$ cat src/rtl/sst_pkg.sv
// Shared types and constants for the sorted set table.
// Used by the command queue, the cell array and the top level.
package sst_pkg;

  localparam int KEY_W = 64;
  localparam int CMD_W = 2;
  localparam int OUT_CNT_W = 7;

  typedef enum logic [CMD_W-1:0] {
    CMD_LOOKUP = 2'd0,
    CMD_INSERT = 2'd1,
    CMD_REMOVE = 2'd2,
    CMD_SPARE  = 2'd3
  } cmd_t;

  // One queued command item.
  typedef struct packed {
    cmd_t                    cmd;
    logic signed [KEY_W-1:0] key;
  } item_t;

  typedef enum logic [1:0] {
    ST_IDLE,
    ST_CMP,
    ST_APPLY
  } state_t;

endpackage

$ cat src/rtl/sst_front.sv
// Front end: accepts command items and holds them in a two-entry queue.
// Depends on sst_pkg for the item type.
module sst_front (
  input  logic                     clk,
  input  logic                     rst,
  input  logic                     s_tvalid,
  output logic                     s_tready,
  input  logic [sst_pkg::KEY_W-1:0] s_tdata,
  input  logic [sst_pkg::CMD_W-1:0] s_tuser,
  output logic                     q_valid,
  input  logic                     q_ready,
  output sst_pkg::item_t           q_item
);
  import sst_pkg::*;

  item_t      slots [2];
  logic       wr_ptr;
  logic       rd_ptr;
  logic [1:0] fill;
  logic       push;
  logic       pop;

  assign s_tready = (fill != 2'd2);
  assign q_valid  = (fill != 2'd0);
  assign q_item   = slots[rd_ptr];
  assign push     = s_tvalid && s_tready;
  assign pop      = q_valid && q_ready;

  // Queue storage; payload needs no reset.
  always_ff @(posedge clk) begin
    if (push) begin
      slots[wr_ptr] <= '{cmd: cmd_t'(s_tuser), key: s_tdata};
    end
  end

  // Pointers and fill level.
  always_ff @(posedge clk) begin
    if (rst) begin
      wr_ptr <= 1'b0;
      rd_ptr <= 1'b0;
      fill   <= 2'd0;
    end else begin
      if (push) wr_ptr <= ~wr_ptr;
      if (pop) rd_ptr <= ~rd_ptr;
      fill <= fill + {1'b0, push} - {1'b0, pop};
    end
  end

endmodule

$ cat config.mk
export PLATFORM = sky130hd
export DESIGN_NAME = sst_front
export DESIGN_NICKNAME = d
export VERILOG_FILES = /design/src/rtl/sst_pkg.sv /design/src/rtl/sst_front.sv
export SDC_FILE = /design/constraint.sdc
export NUM_CORES = 1
export LEC_CHECK = 0
export BUFFER_PORTS_ARGS = -buffer_cell sky130_fd_sc_hd__buf_2
export CAP_MARGIN = 20
export CORE_ASPECT_RATIO = 0.75
export CORE_MARGIN = 2
export CORE_UTILIZATION = 40
export CTS_CLUSTER_SIZE = 12
export DETAILED_ROUTE_END_ITERATION = 8
export GPL_TIMING_DRIVEN = 0
export PLACE_DENSITY = 0.66
export SETUP_SLACK_MARGIN = 0.02
export SKIP_CTS_REPAIR_TIMING = 1
export SLEW_MARGIN = 20
export SYNTH_ARGS = -nofsm -noshare
export SYNTH_HDL_FRONTEND = slang
export SYNTH_SLANG_ARGS = --single-unit
export TNS_END_PERCENT = 1
$ cat constraint.sdc
create_clock -name clk -period 4.12 [get_ports clk]
set_clock_uncertainty 0.15 [all_clocks]
set_input_delay 0.824 -clock clk [delete_from_list [all_inputs] [get_ports clk]]
set_output_delay 0.824 -clock clk [all_outputs]
set_load 0.1 [all_outputs]
==> summary.json, run 1 <==
{
  "status": {"value": "finished clean"},
  "multi_input_logic_area": {"value": 0.00103, "unit": "sq mm"},
  "final_nets": {"value": 460},
  "filler_cell_count": {"value": 999},
  "grt_antenna_before_repair": {"value": 0},
  "avgViaCountPerCell": {"value": 4.55},
  "cp_data_arrival_time": {"value": 1750, "unit": "ps"},
  "start_util": {"value": 0.414},
  "worst_endpoint_required_time": {"value": 3150, "unit": "ps"},
  "die_height": {"value": 102, "unit": "microns"},
  "worst_setup_path_type": {"value": "flip-flop to output pin"},
  "dieWidth": {"value": 135, "unit": "microns"},
  "ctsRootBufferMaster": {"value": "sky130_fd_sc_hd__clkbuf_16"},
  "critical_path_start_type": {"value": "flip-flop"},
  "max-slew-margin-rel": {"value": 0.550},
  "crit_buf_inv": {"value": 3},
  "tritoncts": {"value": "done"},
  "detailedRoute.firstPassIterationCount": {"value": 4},
  "fin_area": {"value": 0.00673, "unit": "sq mm"},
  "slowest_stage_cell_cp": {"value": "sky130_fd_sc_hd__dfxtp_1"},
  "routabilityCongestion": {"value": 0.673},
  "critPathMostFrequentCell": {"value": "sky130_fd_sc_hd__buf_6"},
  "avgRoutedWirePerCell": {"value": 15.8, "unit": "microns"},
  "clkLatencyLatePin": {"value": 400, "unit": "ps"},
  "rows": {"value": 35},
  "coreArea": {"value": 0.0124, "unit": "sq mm"},
  "dpl.hpwl": {"value": 6030, "unit": "microns"},
  "count_of_buffers_from_port_buffering": {"value": 137},
  "ant_nets": {"value": 0},
  "achievable-frequency": {"value": 0.367, "unit": "GHz"},
  "cts.reportedPaths.clkPinSlew": {"value": 50, "unit": "ps"},
  "number_of_global_route_vias_before_repair": {"value": 2751},
  "synth_nets": {"value": 301},
  "drv.max_cap_violation_count": {"value": 0},
  "post-place-cells": {"value": 535},
  "total_length_of_routed_wires": {"value": 8960, "unit": "microns"},
  "period_share": {"value": 0.661},
  "vias_post_dr": {"value": 2578},
  "antenna_cells": {"value": 0},
  "floorplan.io_pins": {"value": 138},
  "rsz0062_at_grt": {"value": "false"},
  "floorplan.die_area": {"value": 0.0138, "unit": "sq mm"},
  "crit_path_max_fanout": {"value": 10},
  "postPlaceCellArea": {"value": 0.00612, "unit": "sq mm"},
  "worst_tran_pin_value": {"value": 674, "unit": "ps"},
  "synth.distinct_cells": {"value": 17},
  "setup_viol": {"value": 0},
  "clockBufferDepth": {"value": 2},
  "hold_viol": {"value": 0},
  "share_of_cells_above_drive_strength_1": {"value": 0.613},
  "mostFrequentLayoutCell": {"value": "sky130_fd_sc_hd__buf_2"},
  "hold-worst-slack": {"value": 363, "unit": "ps"},
  "grt.overflow.total": {"value": 0},
  "timing.hold.worst.class": {"value": "flip-flop to flip-flop"},
  "synth.ff_latch_count": {"value": 137},
  "grt_pass1_wl": {"value": 13800, "unit": "microns"},
  "finalWorstPathRequiredPeriod": {"value": 2720, "unit": "ps"},
  "final_cell_mix": {"value": "sky130_fd_sc_hd__buf_2, sky130_fd_sc_hd__edfxtp_1, sky130_fd_sc_hd__mux2_4, sky130_fd_sc_hd__mux2_2, sky130_fd_sc_hd__clkbuf_16"},
  "htree_levels": {"value": 4},
  "tritoncts.num_buffers": {"value": 17},
  "critPathTopFamily": {"value": "buffers and inverters"},
  "cp_cell_sequence": {"value": "buf_6, buf_6, mux2_4, buf_2"},
  "layout-area-overhead-vs-synth": {"value": 30.5, "unit": "%"},
  "yosysSeqAreaShare": {"value": 0.789},
  "report.final.slew_viol_count": {"value": 0},
  "post-route-drc-count": {"value": 0},
  "fin_cells": {"value": 567},
  "critical_path.max_stage_delay": {"value": 350, "unit": "ps"},
  "ff_latch_area": {"value": 0.00406, "unit": "sq mm"},
  "grt_usage": {"value": 0.136},
  "grt_max_degree": {"value": 37},
  "netlist_instances": {"value": 229},
  "syn-cell-area": {"value": 0.00515, "unit": "sq mm"},
  "cts.sink_count": {"value": 137},
  "post_synth.cell_area_avg": {"value": 22.5, "unit": "sq um"},
  "first_iter_violations": {"value": 108},
  "end_kind": {"value": "output pin"},
  "synthesis.yosys.warnings": {"value": 0}
}
metal layers:
| metal | vias to the layer above | global-route usage | share of wire |
|---|---|---|---|
| met4 | 0 | 0.0481 | 0.012 |
| met5 | - | 0 | 0 |
| li1 | 1220 | - | - |
| met3 | 12 | 0.0675 | 0.093 |
| met1 | 1245 | 0.166 | 0.43 |
| met2 | 101 | 0.213 | 0.46 |
through the flow:
step           utilization  worst slack [ps]  TNS (ps)
2_1_floorplan            -               783         0
3_3_place_gp         0.486              -182    -11600
3_5_place_dp         0.492              1750         0
4_1_cts              0.541              1350         0
5_1_grt              0.541              1300         0
6_report             0.541              1400         0
tightest hold or removal path, stage by stage (launching register included):
cell	delay, ps
sky130_fd_sc_hd__dfxtp_1	330
sky130_fd_sc_hd__xnor2_1	80
sky130_fd_sc_hd__nor2_1	70
synthesized netlist by cell type (all sizes together):
master  instances  area share
edfxtp        132        0.77
mux2           67        0.18
buf             7       0.013
dfxtp           5       0.019
nor2            5      0.0036
ha              2      0.0049
nor2b           2      0.0024
xnor2           2      0.0034
and3            1      0.0012
inv             1     0.00073
nand2           1     0.00073
nand2b          1      0.0017
o21a            1      0.0015
or2             1      0.0012
xor2            1      0.0017
sequential cells by signal, summed over array words and instances, names as in the netlist, named ones only:
| signal | cells |
|---|---|
| slots | 132 |
| fill | 2 |
| rd_ptr | 1 |
| wr_ptr | 1 |
path summary, 6_finish.rpt:
path                       endpoint           startpoint  depth (start not counted)  slack [ps]
max                      q_item[62]            flip-flop                          4        1400
min                       flip-flop  rd_ptr$_SDFFE_PP0P_                          2         360
min reg2reg               flip-flop  rd_ptr$_SDFFE_PP0P_                          2         360
max reg2reg  slots[0][61]$_DFFE_PP_   fill[0]$_SDFF_PP0_                          4        2170
kinds of logic (layout without fill, tap and decap cells):
logic type | count (synthesis) | after routing | synth area share
mux | 67 | 67 | 0.176
simple gates | 11 | 11 | 0.0109
compound gates | 1 | 1 | 0.00146
flops | 137 | 137 | 0.789
fa+ha+maj | 2 | 2 | 0.00485
buf+inv | 8 | 180 | 0.0136
xor+xnor | 3 | 3 | 0.00510
final cells by class:
class                           count  share of cell area
Buffer                              7             0.00986
Clock buffer                       18              0.0638
Clock inverter                     14              0.0266
Inverter                            1            0.000558
Multi-Input combinational cell     84               0.153
Sequential cell                   137               0.604
Tap cell                          166              0.0309
Timing Repair Buffer              140               0.111
Power of run 1 is not shown: default switching activity piles up to over one toggle a cycle in this logic, so the estimate is an artifact.
==> run 2: changes to the inputs <==
--- a/config.mk
+++ b/config.mk
@@ -13,7 +13,6 @@
 export CTS_CLUSTER_SIZE = 12
 export DETAILED_ROUTE_END_ITERATION = 8
 export GPL_TIMING_DRIVEN = 0
-export PLACE_DENSITY = 0.66
 export SETUP_SLACK_MARGIN = 0.02
 export SKIP_CTS_REPAIR_TIMING = 1
 export SLEW_MARGIN = 20
==> constraint.sdc (replaced) <==
create_clock -name clk -period 2.55 [get_ports clk]
set_clock_uncertainty 0.15 [all_clocks]
set_input_delay 0.51 -clock clk [delete_from_list [all_inputs] [get_ports clk]]
set_output_delay 0.51 -clock clk [all_outputs]
set_load 0.1 [all_outputs]
==> run 2 against run 1 <==
  * Critical path depth is the same
  * Via count grew 1.2%
  * Wire length grew 4.3%
  * Count of clock-buffer cells in the layout is the same
  * Worst hold slack lost 220 ps
  * First-iteration DRC count grew 25%
  * Non-clock buffer count grew 1
  * Cell count grew 0.18%
  * Sequential share of layout area shrank 0.24 points
  * Worst setup slack lost 1300 ps
  * Sequential cell count is the same
==> summary.json, run 2 (synthesis gave the netlist of run 1 again) <==
{
  "worst_tran_pin_value": {"value": 545, "unit": "ps", "change": "-128 ps"},
  "grt.overflow.total": {"value": 0, "change": "unchanged"},
  "worst_endpoint_required_time": {"value": 1890, "unit": "ps", "change": "-1260 ps"},
  "hold_path_depth": {"value": 1, "change": "-1"},
  "finalWorstPathRequiredPeriod": {"value": 2420, "unit": "ps"},
  "tritoncts": {"value": "done"},
  "max-slew-margin-rel": {"value": 0.636, "change": "+0.0865"},
  "worst_slack": {"value": 133, "unit": "ps", "change": "-1260 ps"},
  "largest_registers_ranked_by_flip_flop_count": {"value": "slots (132), fill (2)"},
  "timing.hold.worst.class": {"value": "input pin to flip-flop"},
  "cp_data_arrival_time": {"value": 1760, "unit": "ps", "change": "about the same"},
  "coreArea": {"value": 0.0124, "unit": "sq mm", "change": "unchanged"},
  "ff_latch_area": {"value": 0.00406, "unit": "sq mm", "change": "unchanged"},
  "final_cell_mix": {"value": "sky130_fd_sc_hd__buf_2, sky130_fd_sc_hd__edfxtp_1, sky130_fd_sc_hd__mux2_4, sky130_fd_sc_hd__mux2_2, sky130_fd_sc_hd__clkbuf_16"},
  "setup_tns": {"value": 0, "unit": "ps", "change": "unchanged"},
  "postPlaceCellArea": {"value": 0.00615, "unit": "sq mm", "change": "+0.57%"},
  "dieWidth": {"value": 135, "unit": "microns", "change": "unchanged"},
  "die_height": {"value": 102, "unit": "microns", "change": "unchanged"},
  "report.final.slew_viol_count": {"value": 0, "change": "unchanged"},
  "critical_path_start_type": {"value": "flip-flop"},
  "hold_path.startpoint": {"value": "s_tdata[6]"},
  "top_register": {"value": "slots"},
  "min_delay_worst_endpoint": {"value": "slots[1][6]$_DFFE_PP_"},
  "fin_area": {"value": 0.00675, "unit": "sq mm", "change": "+0.39%"},
  "antenna_cells": {"value": 0, "change": "unchanged"},
  "final_nets": {"value": 461, "change": "+0.22%"},
  "critical_path.max_stage_delay": {"value": 350, "unit": "ps", "change": "about the same"},
  "floorplan.die_area": {"value": 0.0138, "unit": "sq mm", "change": "unchanged"},
  "avgRoutedWirePerCell": {"value": 16.4, "unit": "microns", "change": "+4.1%"},
  "rsz0062_at_grt": {"value": "false"},
  "crit_buf_inv": {"value": 3, "change": "unchanged"},
  "status": {"value": "finished clean"},
  "cts.sink_count": {"value": 137, "change": "unchanged"},
  "cp_cell_sequence": {"value": "buf_6, buf_6, mux2_4, buf_2"},
  "share_of_cells_above_drive_strength_1": {"value": 0.619, "change": "+0.00594"},
  "avgViaCountPerCell": {"value": 4.60, "change": "+1.1%"},
  "end_kind": {"value": "output pin"},
  "ant_nets": {"value": 0, "change": "unchanged"},
  "post-route-drc-count": {"value": 0, "change": "unchanged"},
  "multi_input_logic_area": {"value": 0.00103, "unit": "sq mm", "change": "unchanged"},
  "vias_post_dr": {"value": 2610, "change": "+1.2%"},
  "start_util": {"value": 0.414, "change": "unchanged"},
  "floorplan.io_pins": {"value": 138, "change": "unchanged"},
  "reg2regPathDepth": {"value": 5, "change": "+1"},
  "period_share": {"value": 0.948},
  "filler_cell_count": {"value": 1033, "change": "+3.4%"},
  "regToRegEndpoint": {"value": "slots[0][58]$_DFFE_PP_"},
  "number_of_global_route_vias_before_repair": {"value": 2718, "change": "-1.2%"},
  "slowest_stage_cell_cp": {"value": "sky130_fd_sc_hd__dfxtp_1"},
  "grt_pass1_wl": {"value": 14100, "unit": "microns", "change": "+2.0%"},
  "clockBufferDepth": {"value": 2, "change": "unchanged"},
  "routabilityCongestion": {"value": 0.691, "change": "+2.7%"},
  "crit_path_max_fanout": {"value": 10, "change": "unchanged"},
  "setup_viol": {"value": 0, "change": "unchanged"},
  "layout-area-overhead-vs-synth": {"value": 31.1, "unit": "%"},
  "dp_worst_setup_slack": {"value": 525, "unit": "ps", "change": "-1230 ps"},
  "tritoncts.num_buffers": {"value": 17, "change": "unchanged"},
  "worst_r2r_startpoint": {"value": "fill[0]$_SDFF_PP0_"},
  "mostFrequentLayoutCell": {"value": "sky130_fd_sc_hd__buf_2"},
  "cts.reportedPaths.clkPinSlew": {"value": 60, "unit": "ps", "change": "about the same"},
  "grt_antenna_before_repair": {"value": 0, "change": "unchanged"},
  "count_of_buffers_from_port_buffering": {"value": 137, "change": "unchanged"},
  "dpl.hpwl": {"value": 6330, "unit": "microns", "change": "+4.9%"},
  "detailedRoute.firstPassIterationCount": {"value": 5, "change": "+1"},
  "achievable-frequency": {"value": 0.414, "unit": "GHz"},
  "drv.max_cap_violation_count": {"value": 0, "change": "unchanged"},
  "hold_viol": {"value": 0, "change": "unchanged"},
  "total_length_of_routed_wires": {"value": 9340, "unit": "microns", "change": "+4.3%"},
  "critPathTopFamily": {"value": "buffers and inverters"},
  "ctsRootBufferMaster": {"value": "sky130_fd_sc_hd__clkbuf_16"},
  "first_iter_violations": {"value": 135, "change": "+25%"},
  "htree_levels": {"value": 4, "change": "unchanged"},
  "ff2ff_setup_slack": {"value": 690, "unit": "ps", "change": "-1480 ps"},
  "critPathMostFrequentCell": {"value": "sky130_fd_sc_hd__buf_6"},
  "largest_reg_flops": {"value": 132, "change": "unchanged"},
  "rows": {"value": 35, "change": "unchanged"},
  "grt_max_degree": {"value": 37, "change": "unchanged"},
  "worst_setup_path_type": {"value": "flip-flop to output pin"},
  "clkLatencyLatePin": {"value": 400, "unit": "ps", "change": "about the same"},
  "grt_usage": {"value": 0.139, "change": "+0.00262"}
}
## run 2: worst max path at each step
stage | cells past startpoint | start | endpoint
2_1_floorplan | 3 | fill[0]$_SDFF_PP0_ | slots[0][0]$_DFFE_PP_
3_5_place_dp | 4 | flip-flop | q_item[48]
6_report | 4 | flip-flop | q_item[43]
3_3_place_gp | 3 | s_tvalid | slots[0][44]$_DFFE_PP_
4_1_cts | 4 | flip-flop | q_item[48]
5_1_grt | 4 | flip-flop | q_item[43]
## run 2: final cells by class
class	count	share of cell area
Clock buffer	18	0.0635
Inverter	1	0.000556
Sequential cell	137	0.602
Buffer	7	0.00982
Multi-Input combinational cell	84	0.153
Clock inverter	14	0.0252
Timing Repair Buffer	141	0.116
Tap cell	166	0.0308
## run 2: through the flow
stage / hold slack [ps] / util / instances
3_3_place_gp: 347 / 0.487 / 532
5_1_grt: 126 / 0.543 / 568
2_1_floorplan: 331 / - / 229
3_5_place_dp: 360 / 0.495 / 536
6_report: 145 / 0.543 / 568
4_1_cts: 122 / 0.543 / 568
## run 2: per-layer routing
| layer | up-vias | track usage | wire [microns] | share of wire |
|---|---|---|---|---|
| li1 | 1225 | - | - | - |
| met1 | 1277 | 0.167 | 4030 | 0.43 |
| met2 | 101 | 0.220 | 4360 | 0.47 |
| met3 | 7 | 0.0670 | 876 | 0.094 |
| met4 | 0 | 0.0505 | 64 | 0.0069 |
| met5 | - | 0 | 0 | 0 |
Power of run 2 is left out for the same reason.
==> run 3: changes to the inputs <==
--- a/config.mk
+++ b/config.mk
@@ -13,6 +13,7 @@
 export CTS_CLUSTER_SIZE = 12
 export DETAILED_ROUTE_END_ITERATION = 8
 export GPL_TIMING_DRIVEN = 0
+export PLACE_DENSITY_LB_ADDON = 0.12
 export SETUP_SLACK_MARGIN = 0.02
 export SKIP_CTS_REPAIR_TIMING = 1
 export SLEW_MARGIN = 20
==> run 3 against run 2 <==
  * Sequential share of layout area decreased by 0.59 points
  * Non-clock buffer count unchanged
  * First-iteration DRC count decreased by 15%
  * Cell count decreased by 0.18%
  * Via count decreased by 0.57%
  * Worst hold slack got worse by 8.4 ps
  * Global-route usage decreased by 0.20 points
  * Design area increased by 0.98%
  * Largest cell class unchanged
==> summary.json, run 3 (synthesis gave the netlist of run 1 again) <==
{
  "coreArea": {"value": 0.0124, "unit": "sq mm", "change": "unchanged"},
  "setup_viol": {"value": 0, "change": "unchanged"},
  "worst_slack": {"value": 103, "unit": "ps", "change": "-30.0 ps"},
  "achievable-frequency": {"value": 0.409, "unit": "GHz", "change": "-1.2%"},
  "ctsRootBufferMaster": {"value": "sky130_fd_sc_hd__clkbuf_16"},
  "worst_tran_pin_value": {"value": 726, "unit": "ps", "change": "+180 ps"},
  "cts.sink_count": {"value": 137, "change": "unchanged"},
  "critical_path_start_type": {"value": "flip-flop"},
  "reg2regPathDepth": {"value": 5, "change": "unchanged"},
  "worst_r2r_startpoint": {"value": "fill[0]$_SDFF_PP0_"},
  "detailedRoute.firstPassIterationCount": {"value": 4, "change": "-1"},
  "tritoncts.num_buffers": {"value": 17, "change": "unchanged"},
  "report.final.slew_viol_count": {"value": 0, "change": "unchanged"},
  "worst_endpoint_required_time": {"value": 1890, "unit": "ps", "change": "about the same"},
  "start_util": {"value": 0.414, "change": "unchanged"},
  "rsz0062_at_grt": {"value": "true"},
  "max-slew-margin-rel": {"value": 0.515, "change": "-0.121"},
  "status": {"value": "finished clean"},
  "vias_post_dr": {"value": 2595, "change": "-0.57%"},
  "cts.reportedPaths.clkPinSlew": {"value": 60, "unit": "ps", "change": "about the same"},
  "timing.hold.worst.class": {"value": "input pin to flip-flop"},
  "fin_cells": {"value": 567, "change": "-0.18%"},
  "end_kind": {"value": "output pin"},
  "dpl.hpwl": {"value": 6030, "unit": "microns", "change": "-4.8%"},
  "die_height": {"value": 102, "unit": "microns", "change": "unchanged"},
  "dieWidth": {"value": 135, "unit": "microns", "change": "unchanged"},
  "ant_nets": {"value": 0, "change": "unchanged"},
  "crit_path_max_fanout": {"value": 10, "change": "unchanged"},
  "floorplan.die_area": {"value": 0.0138, "unit": "sq mm", "change": "unchanged"},
  "grt_usage": {"value": 0.137, "change": "-0.00202"},
  "first_iter_violations": {"value": 115, "change": "-15%"},
  "filler_cell_count": {"value": 1034, "change": "+0.097%"},
  "cp_data_arrival_time": {"value": 1790, "unit": "ps", "change": "+30 ps"},
  "rows": {"value": 35, "change": "unchanged"},
  "avgRoutedWirePerCell": {"value": 15.9, "unit": "microns", "change": "-3.5%"},
  "dp_worst_setup_slack": {"value": 322, "unit": "ps", "change": "-203 ps"},
  "antenna_cells": {"value": 0, "change": "unchanged"},
  "grt_pass1_wl": {"value": 13600, "unit": "microns", "change": "-3.5%"},
  "final_cell_mix": {"value": "sky130_fd_sc_hd__buf_2, sky130_fd_sc_hd__edfxtp_1, sky130_fd_sc_hd__mux2_4, sky130_fd_sc_hd__mux2_2, sky130_fd_sc_hd__clkbuf_16"},
  "largest_registers_ranked_by_flip_flop_count": {"value": "slots (132), fill (2)"},
  "setup_tns": {"value": 0, "unit": "ps", "change": "unchanged"},
  "grt.overflow.total": {"value": 0, "change": "unchanged"},
  "grt_antenna_before_repair": {"value": 2, "change": "+2"},
  "clkLatencyLatePin": {"value": 410, "unit": "ps", "change": "about the same"},
  "post-place-cells": {"value": 536, "change": "unchanged"},
  "top_register": {"value": "slots"},
  "ff2ff_setup_slack": {"value": 420, "unit": "ps", "change": "-270 ps"},
  "floorplan.io_pins": {"value": 138, "change": "unchanged"},
  "mostFrequentLayoutCell": {"value": "sky130_fd_sc_hd__buf_2"},
  "largest_reg_flops": {"value": 132, "change": "unchanged"},
  "worst_setup_path_type": {"value": "flip-flop to output pin"},
  "ff_latch_area": {"value": 0.00406, "unit": "sq mm", "change": "unchanged"},
  "grt_max_degree": {"value": 35, "change": "-5.4%"},
  "total_length_of_routed_wires": {"value": 8990, "unit": "microns", "change": "-3.7%"},
  "regToRegEndpoint": {"value": "slots[0][27]$_DFFE_PP_"},
  "htree_levels": {"value": 4, "change": "unchanged"},
  "avgViaCountPerCell": {"value": 4.58, "change": "-0.40%"},
  "clockBufferDepth": {"value": 2, "change": "unchanged"},
  "hold_viol": {"value": 0, "change": "unchanged"},
  "share_of_cells_above_drive_strength_1": {"value": 0.618, "change": "-0.000949"},
  "multi_input_logic_area": {"value": 0.00103, "unit": "sq mm", "change": "unchanged"},
  "final_nets": {"value": 461, "change": "unchanged"},
  "worst_setup_path_endpoint": {"value": "q_item[55]"},
  "final_cell_utilization_of_the_core": {"value": 0.548, "change": "+0.00533"},
  "routabilityCongestion": {"value": 0.718, "change": "+3.9%"},
  "post-route-drc-count": {"value": 0, "change": "unchanged"},
  "count_of_buffers_from_port_buffering": {"value": 137, "change": "unchanged"},
  "finalWorstPathRequiredPeriod": {"value": 2450, "unit": "ps", "change": "+30.0 ps"},
  "number_of_global_route_vias_before_repair": {"value": 2716, "change": "-0.074%"},
  "drv.max_cap_violation_count": {"value": 0, "change": "unchanged"},
  "layout-area-overhead-vs-synth": {"value": 32.3, "unit": "%"},
  "period_share": {"value": 0.960, "change": "+0.0118"},
  "tritoncts": {"value": "done"}
}
[run 3: cell count changes in the layout (fill, tap and decap cells not counted)]
cell / before / now
sky130_fd_sc_hd__clkinv_4: 1 / 2
sky130_fd_sc_hd__buf_12: 2 / 1
sky130_fd_sc_hd__inv_6: 4 / 0
sky130_fd_sc_hd__bufinv_16: 3 / 6
sky130_fd_sc_hd__buf_2: 139 / 138
sky130_fd_sc_hd__clkinvlp_4: 3 / 2
sky130_fd_sc_hd__clkbuf_4: 0 / 1
sky130_fd_sc_hd__buf_16: 2 / 3
[run 3: worst min path at each step]
stage | depth (start not counted) | slack, ps | start | to
floorplan | 2 | 330 | rd_ptr$_SDFFE_PP0P_ | flip-flop
global placement | 2 | 350 | rd_ptr$_SDFFE_PP0P_ | rd_ptr$_SDFFE_PP0P_
detailed placement | 2 | 360 | rd_ptr$_SDFFE_PP0P_ | flip-flop
CTS | 1 | 120 | s_tdata[24] | slots[1][24]$_DFFE_PP_
global route | 1 | 120 | s_tdata[18] | slots[0][18]$_DFFE_PP_
finish | 1 | 140 | s_tdata[24] | slots[0][24]$_DFFE_PP_
[run 3: stage by stage]
step / cell area [sq um] / hold slack, ps
after floorplan: 5160 / 331
after global placement: 6060 / 350
after detailed placement: 6160 / 358
after CTS: 6820 / 119
after global routing: 6820 / 118
final: 6820 / 137
[run 3: critical path, stage by stage (launching register included)]
cell and delay (ps):
sky130_fd_sc_hd__dfxtp_1 380, sky130_fd_sc_hd__buf_6 190, sky130_fd_sc_hd__buf_6 200, sky130_fd_sc_hd__mux2_4 310, sky130_fd_sc_hd__buf_2 290
[run 3: routing by layer]
metal	up-vias	GRT usage	routed length, microns	part of all wire
met5	-	0	17	0.0019
met4	2	0.0721	134	0.015
met3	14	0.0615	813	0.090
met2	96	0.222	4320	0.48
met1	1258	0.154	3710	0.41
li1	1225	-	-	-
[run 3: area by class of cell]
| cell class | instances | area share |
|---|---|---|
| timing repair buffer | 141 | 0.116 |
| tap | 166 | 0.0305 |
| clock buffer | 18 | 0.0629 |
| inverter | 1 | 0.000550 |
| sequential | 137 | 0.596 |
| buffer | 7 | 0.00972 |
| clock inverter | 13 | 0.0332 |
| multi-input combinational | 84 | 0.151 |
Power of run 3 is left out for the same reason.
